`src/hdl/mts_pkg.sv`:
```
// Package for the markup tag stripper: character codes and tag tracking state type.
package mts_pkg;

   localparam logic [7:0] CH_LT      = 8'h3C;
   localparam logic [7:0] CH_AMP     = 8'h26;
   localparam logic [7:0] CH_GT      = 8'h3E;
   localparam logic [7:0] CH_SEMI    = 8'h3B;
   localparam logic [7:0] CH_SPACE   = 8'h20;
   localparam logic [7:0] CH_SLASH   = 8'h2F;
   localparam logic [7:0] CH_LOWER_S = 8'h73;
   localparam logic [7:0] CH_UPPER_S = 8'h53;

   localparam logic [7:0] WORD_LOWER [4] = '{8'h6E, 8'h62, 8'h73, 8'h70};
   localparam logic [7:0] WORD_UPPER [4] = '{8'h4E, 8'h42, 8'h53, 8'h50};

   typedef struct packed {
      logic       inside_tag;
      logic       suppress_text;
      logic [7:0] recent2;
      logic [7:0] recent1;
      logic [7:0] recent0;
      logic       seen_lt_s;
      logic       seen_lt_slash;
      logic       seen_nbsp;
   } tag_state_type;

   localparam tag_state_type TAG_STATE_RESET = '0;

endpackage

```
`src/hdl/markup_tag_stripper_top.sv`:
```
// Markup tag stripper top level: input register, tag tracking logic, result register.
//
// Channel | Direction | tdata          | tuser         | tlast
// req     | in        | [7:0] in_char  | -             | last_char
// rsp     | out       | [7:0] out_char | [0] emit_char | end_of_text
//
// One result per input transfer, passing through the input register and the
// result register. A transfer is taken every cycle while rsp_tready is high.
// The tag state updates when an item moves from the input register to the
// result register. A stall on rsp holds the result register; the input
// register still takes one transfer, then req_tready drops until rsp moves.
// Reset is synchronous and clears the tag state and both valid flags.
module markup_tag_stripper_top (
   input  logic       clock,
   input  logic       reset,
   input  logic       req_tvalid,
   output logic       req_tready,
   input  logic [7:0] req_tdata,   // [7:0] in_char
   input  logic       req_tlast,
   output logic       rsp_tvalid,
   input  logic       rsp_tready,
   output logic [7:0] rsp_tdata,   // [7:0] out_char
   output logic [0:0] rsp_tuser,   // [0] emit_char
   output logic       rsp_tlast
);

   logic                  in_valid_ff, in_valid_in;
   logic [7:0]            in_char_ff;
   logic                  in_last_ff;
   logic                  out_valid_ff, out_valid_in;
   logic [7:0]            out_char_ff, out_char_in;
   logic                  out_emit_ff, out_emit_in;
   logic                  out_last_ff;
   mts_pkg::tag_state_type state_ff, state_in;

   logic       advance;
   logic       take;
   logic [7:0] c;
   logic       open_now;
   logic       inside_now;
   logic       term;
   logic       lt_s_n, lt_slash_n, nbsp_n;

   assign advance    = !out_valid_ff || rsp_tready;
   assign take       = in_valid_ff && advance;
   assign req_tready = !in_valid_ff || advance;

   assign c          = in_char_ff;
   assign open_now   = (c == mts_pkg::CH_LT) || (c == mts_pkg::CH_AMP);
   assign inside_now = state_ff.inside_tag || open_now;
   assign term       = (c == mts_pkg::CH_GT) || (c == mts_pkg::CH_SEMI);

   always_comb begin
      lt_s_n     = state_ff.seen_lt_s;
      lt_slash_n = state_ff.seen_lt_slash;
      nbsp_n     = state_ff.seen_nbsp;
      if (inside_now) begin
         if (state_ff.recent0 == mts_pkg::CH_LT &&
             (c == mts_pkg::CH_LOWER_S || c == mts_pkg::CH_UPPER_S)) begin
            lt_s_n = 1'b1;
         end
         if (state_ff.recent0 == mts_pkg::CH_LT && c == mts_pkg::CH_SLASH) begin
            lt_slash_n = 1'b1;
         end
         if ((state_ff.recent2 == mts_pkg::WORD_LOWER[0] &&
              state_ff.recent1 == mts_pkg::WORD_LOWER[1] &&
              state_ff.recent0 == mts_pkg::WORD_LOWER[2] &&
              c == mts_pkg::WORD_LOWER[3]) ||
             (state_ff.recent2 == mts_pkg::WORD_UPPER[0] &&
              state_ff.recent1 == mts_pkg::WORD_UPPER[1] &&
              state_ff.recent0 == mts_pkg::WORD_UPPER[2] &&
              c == mts_pkg::WORD_UPPER[3])) begin
            nbsp_n = 1'b1;
         end
      end
   end

   always_comb begin
      state_in    = state_ff;
      out_emit_in = 1'b0;
      out_char_in = 8'h00;
      if (inside_now) begin
         state_in.inside_tag    = 1'b1;
         state_in.seen_lt_s     = lt_s_n;
         state_in.seen_lt_slash = lt_slash_n;
         state_in.seen_nbsp     = nbsp_n;
         state_in.recent2       = state_ff.recent1;
         state_in.recent1       = state_ff.recent0;
         state_in.recent0       = c;
      end
      if (term) begin
         state_in.inside_tag = 1'b0;
         if (lt_s_n) begin
            state_in.suppress_text = 1'b1;
         end
         if (lt_slash_n) begin
            state_in.suppress_text = 1'b0;
         end
         if (nbsp_n) begin
            out_emit_in = 1'b1;
            out_char_in = mts_pkg::CH_SPACE;
         end
         state_in.recent2       = 8'h00;
         state_in.recent1       = 8'h00;
         state_in.recent0       = 8'h00;
         state_in.seen_lt_s     = 1'b0;
         state_in.seen_lt_slash = 1'b0;
         state_in.seen_nbsp     = 1'b0;
      end else if (!inside_now && !state_ff.suppress_text) begin
         out_emit_in = 1'b1;
         out_char_in = c;
      end
      // last character of the text returns the tag state to reset
      if (in_last_ff) begin
         state_in = mts_pkg::TAG_STATE_RESET;
      end
   end

   always_comb begin
      in_valid_in = in_valid_ff;
      if (req_tvalid && req_tready) begin
         in_valid_in = 1'b1;
      end else if (take) begin
         in_valid_in = 1'b0;
      end
      out_valid_in = out_valid_ff;
      if (take) begin
         out_valid_in = 1'b1;
      end else if (rsp_tready) begin
         out_valid_in = 1'b0;
      end
   end

   always_ff @(posedge clock) begin
      if (reset) begin
         in_valid_ff  <= 1'b0;
         out_valid_ff <= 1'b0;
         state_ff     <= mts_pkg::TAG_STATE_RESET;
      end else begin
         in_valid_ff  <= in_valid_in;
         out_valid_ff <= out_valid_in;
         if (take) begin
            state_ff <= state_in;
         end
      end
   end

   always_ff @(posedge clock) begin
      if (req_tvalid && req_tready) begin
         in_char_ff <= req_tdata;
         in_last_ff <= req_tlast;
      end
      if (take) begin
         out_char_ff <= out_char_in;
         out_emit_ff <= out_emit_in;
         out_last_ff <= in_last_ff;
      end
   end

   assign rsp_tvalid   = out_valid_ff;
   assign rsp_tdata    = out_char_ff;
   assign rsp_tuser[0] = out_emit_ff;
   assign rsp_tlast    = out_last_ff;

endmodule
```
`config.mk`:
```
export PLATFORM = sky130hd
export DESIGN_NAME = markup_tag_stripper_top
export DESIGN_NICKNAME = d
export VERILOG_FILES = /design/src/hdl/mts_pkg.sv /design/src/hdl/markup_tag_stripper_top.sv
export SDC_FILE = /design/constraint.sdc
export NUM_CORES = 1
export LEC_CHECK = 0
export BUFFER_PORTS_ARGS = -buffer_cell sky130_fd_sc_hd__buf_2
export CAP_MARGIN = 10
export CORE_MARGIN = 8
export CORE_UTILIZATION = 40
export DETAILED_ROUTE_END_ITERATION = 7
export SKIP_LAST_GASP = 1
export SLEW_MARGIN = 10
export SYNTH_ARGS = -nofsm -noshare
export SYNTH_HDL_FRONTEND = slang
export SYNTH_SLANG_ARGS = --single-unit
export TNS_END_PERCENT = 50
```
`constraint.sdc`:
```
create_clock -name clock -period 1.75 [get_ports clock]
set_clock_uncertainty 0.05 [all_clocks]
set_input_delay 0 -clock clock [delete_from_list [all_inputs] [get_ports clock]]
set_output_delay 0 -clock clock [all_outputs]
set_load 0.02 [all_outputs]
```
==> reports/metrics.json <==
{
  "outcome": "finished, violations left",
  "failed_checks": "setup timing",
  "synth-edff-count": 19,
  "finalMaxSlewViolations": 0,
  "synth_top_cell_by_area": "sky130_fd_sc_hd__dfxtp_1",
  "path_cells": "or3b_4 -> a211oi_4 -> or2_4 -> and3_4 -> a22o_1",
  "worst_path_max_delay_cell": "sky130_fd_sc_hd__or3b_4",
  "grt.overflow.total": 0,
  "netlist-cell-type-count": 40,
  "drtPass1Iterations": 4,
  "timing.critical_path.slowest_cell_delay_ps": 430,
  "first_global_vias": 1564,
  "criticalPathCategory": "reg -> reg",
  "stdcell_count": 282,
  "transition_time_at_the_pin_with_the_least_slew_margin_ps": 390,
  "syn2layout_area_growth_pct": 37.6,
  "design.final.nets": 240,
  "root_buffer_master": "sky130_fd_sc_hd__clkbuf_8",
  "cp_max_fo": 11,
  "cellPowerDensity_nw_per_um2": 805,
  "grt_setup_unrepaired": "true",
  "worst_r2r_endpoint": "state_ff[21]",
  "syn_avg_cell_area_sq_um": 12.6,
  "synth_area_sq_um": 1910,
  "synth_most_common_cell": "sky130_fd_sc_hd__dfxtp_1",
  "clk_path_buf_depth": 2,
  "stdcell_area_sq_um": 2630,
  "ff2ff_path_depth": 5,
  "period_share": 1.08,
  "timing.critical_path.arrival_ps": 2090,
  "worst_setup_path_end_kind": "register",
  "synth-seq-area-share": 0.623,
  "maxCapViolations": 0,
  "place_hpwl_microns": 3000,
  "core_region_area_sq_um": 4660,
  "crit_path_start_kind": "register",
  "finalSetupViolations": 37,
  "num_antenna_cells": 0,
  "via_count": 1567,
  "via_to_cell_ratio": 5.56,
  "ys_warn_count": 0,
  "worst_ep_required_time_ps": 1950,
  "placed_cells_incl_taps": 252,
  "clk_lat_worst_skew_ps": 300,
  "fin_total_pwr_mw": 2.12,
  "synthTopCellsByCount": "31 x sky130_fd_sc_hd__dfxtp_1, 23 x sky130_fd_sc_hd__a22o_1, 19 x sky130_fd_sc_hd__edfxtp_1, 8 x sky130_fd_sc_hd__and2_1, 8 x sky130_fd_sc_hd__nand2_1",
  "pin_count_of_the_biggest_net_entering_global_routing": 21,
  "worst_hold_slack_ps": 164,
  "relSlewSlack": 0.738,
  "final_layout_size_suffix_gt1_frac": 0.351,
  "fillers": 376,
  "critPathCapture": "state_ff[21]",
  "clock_sink_count": 50,
  "combined_area_of_the_multi_input_logic_cells_sq_um": 749,
  "cp_top_family": "simple AND/OR/NAND/NOR gates",
  "timing.reg2reg.setup_slack_ps": -140,
  "die_area_sq_um": 7250,
  "clock.fmax_ghz": 0.529,
  "grt_first_pass_wirelength_microns": 7300,
  "regToRegStartpoint": "c[4]",
  "synth_largest_type_area_fraction": 0.325,
  "antenna_left": 0,
  "yosys-top-cells-area": "sky130_fd_sc_hd__dfxtp_1 32%, sky130_fd_sc_hd__edfxtp_1 30%, sky130_fd_sc_hd__a22o_1 11%",
  "crit_cells": 5,
  "clkPwrFrac": 0.319,
  "p_int_mw": 1.62,
  "antenna_found_initial": 0,
  "switchingPower_uw": 500,
  "relative_contribution_of_combinational_cells_to_total_power": 0.091,
  "die-width_microns": 85.1,
  "grt_total_usage": 0.126,
  "placed_cell_area_sq_um": 2270,
  "setup_slack_ps": -140,
  "num_io_pins": 25,
  "leakagePower_nw": 1.02,
  "power.sequential.fraction": 0.590,
  "fin_crit_ps": 1890,
  "post_drt_wl_per_cell_microns": 16.3,
  "yosys_register_bits": 50,
  "buffer_ports.inserted": 24,
  "final_estimated_routing_congestion_in_global_placement": 0.825,
  "total_nets_after_synthesis": 165,
  "postRouteWirelength_microns": 4590,
  "power.switching_fraction": 0.236,
  "ys_dominant_reg_cell": "sky130_fd_sc_hd__dfxtp_1",
  "cts_inserted_buffers": 5,
  "async_reset_ff_frac": 0,
  "path_clk_slew_ps": 90,
  "cp-startpoint": "c[4]",
  "drc": 0,
  "hold_path_class": "in -> reg",
  "htreeDepth": 2,
  "area.sequential_sq_um": 1190,
  "effective_utilization_at_floorplan": 0.410,
  "drc_violation_total_after_the_first_tritonroute_iteration": 105,
  "syn_inst": 152,
  "die_h_microns": 85.1,
  "critPathBufInv": 0,
  "power.ir.vdd_worst_mv": 0.622,
  "cts_tree": "built",
  "row_count": 25,
  "final-hold-violation-count": 0
}
[layout make-up]
| cell class | count | area share |
|---|---|---|
| inverter | 2 | 0.00285 |
| sequential | 50 | 0.453 |
| multi-input combinational | 96 | 0.285 |
| clock inverter | 3 | 0.00713 |
| tap | 54 | 0.0257 |
| clock buffer | 5 | 0.0262 |
| timing repair buffer | 72 | 0.201 |
[cells by family (layout without fill, tap and decap cells)]
| kind of cell | after synthesis | count (layout) | synth area share |
|---|---|---|---|
| buf+inv | 8 | 82 | 0.0268 |
| compound gates | 39 | 39 | 0.164 |
| simple gates | 54 | 56 | 0.181 |
| flops | 50 | 50 | 0.623 |
| xor+xnor | 1 | 1 | 0.00458 |
[state kept, by name (all words and copies together), names as in the netlist]
name         count
rsp_tdata        8
in_valid_ff      1
c                8
state_ff        29
in_last_ff       1
rsp_tvalid       1
rsp_tuser        1
rsp_tlast        1
[routing by layer]
layer  up-vias  global-route usage  wire [microns]
li1        745                   -               -
met1       747               0.149            2040
met2        62               0.206            2170
met3        13              0.0473             294
met4         0              0.0421              85
met5         -                   0               0
[stage by stage]
stage / setup TNS (ps) / setup slack, ps / util
floorplan: -3680 / -134 / -
global placement: -5260 / -257 / 0.487
detailed placement: -6350 / -236 / 0.487
CTS: -4340 / -165 / 0.548
global route: -6910 / -227 / 0.565
finish: -3660 / -140 / 0.565
[worst min-delay path, stage by stage]
cell and delay, ps:
sky130_fd_sc_hd__buf_2 160, sky130_fd_sc_hd__o22ai_1 170, sky130_fd_sc_hd__nand2_1 90, sky130_fd_sc_hd__o21ai_1 50
[power by group through the flow]
| stage | logic (mW) | registers [mW] | clock network (mW) |
|---|---|---|---|
| final | 0.192 | 1.25 | 0.675 |
| after global routing | 0.208 | 1.25 | 0.740 |
| after CTS | 0.175 | 1.25 | 0.685 |
| after detailed placement | 0.143 | 1.28 | 0 |
| after global placement | 0.141 | 1.28 | 0 |
| after floorplan | 0.0551 | 1.29 | 0 |
[how the worst min path moves through the flow]
| stage | from | slack, ps | to | cells past startpoint |
|---|---|---|---|---|
| floorplan | reset | 20 | state_ff[10] | 1 |
| global placement | req_tdata[7] | 130 | c[7] | 1 |
| detailed placement | req_tdata[1] | 130 | c[1] | 1 |
| CTS | reset | 120 | state_ff[0] | 4 |
| global route | reset | 210 | state_ff[0] | 4 |
| finish | reset | 160 | state_ff[0] | 4 |
[cells in the final DEF (no fill, tap or decap), types with 2 or more instances in the layout]
| cell type | netlist | final |
|---|---|---|
| sky130_fd_sc_hd__buf_4 | 1 | 31 |
| sky130_fd_sc_hd__a22o_1 | 23 | 23 |
| sky130_fd_sc_hd__nand2_1 | 8 | 8 |
| sky130_fd_sc_hd__nand4_1 | 4 | 4 |
| sky130_fd_sc_hd__clkbuf_8 | 0 | 5 |
| sky130_fd_sc_hd__a31oi_1 | 2 | 2 |
| sky130_fd_sc_hd__nor3_2 | 1 | 2 |
| sky130_fd_sc_hd__o22ai_1 | 2 | 2 |
| sky130_fd_sc_hd__buf_6 | 2 | 4 |
| sky130_fd_sc_hd__nor4bb_1 | 2 | 2 |
| sky130_fd_sc_hd__nor4b_1 | 2 | 2 |
| sky130_fd_sc_hd__inv_1 | 2 | 2 |
| sky130_fd_sc_hd__edfxtp_1 | 19 | 19 |
| sky130_fd_sc_hd__nor2_1 | 6 | 6 |
| sky130_fd_sc_hd__nand4bb_1 | 2 | 2 |
| sky130_fd_sc_hd__buf_2 | 2 | 24 |
| sky130_fd_sc_hd__nand4b_1 | 4 | 4 |
| sky130_fd_sc_hd__and3_4 | 1 | 2 |
| sky130_fd_sc_hd__and2_1 | 8 | 8 |
| sky130_fd_sc_hd__dfxtp_1 | 31 | 31 |
| sky130_fd_sc_hd__dlygate4sd3_1 | 0 | 13 |
| sky130_fd_sc_hd__nor2b_1 | 6 | 5 |
| sky130_fd_sc_hd__a21oi_1 | 4 | 4 |
[what timing repair did]
item | 4_1_cts | 5_1_grt
endpoints found under the setup margin | 34 | 37
buffers inserted | 3 | 3
endpoints found under the hold margin | 13 | 0
resized for setup | 8 | 10
hold buffers | 13 | 0
cloned | 1 | 3
pin swaps | 6 | 0
No activity file was read; power rests on OpenSTA's default activity.
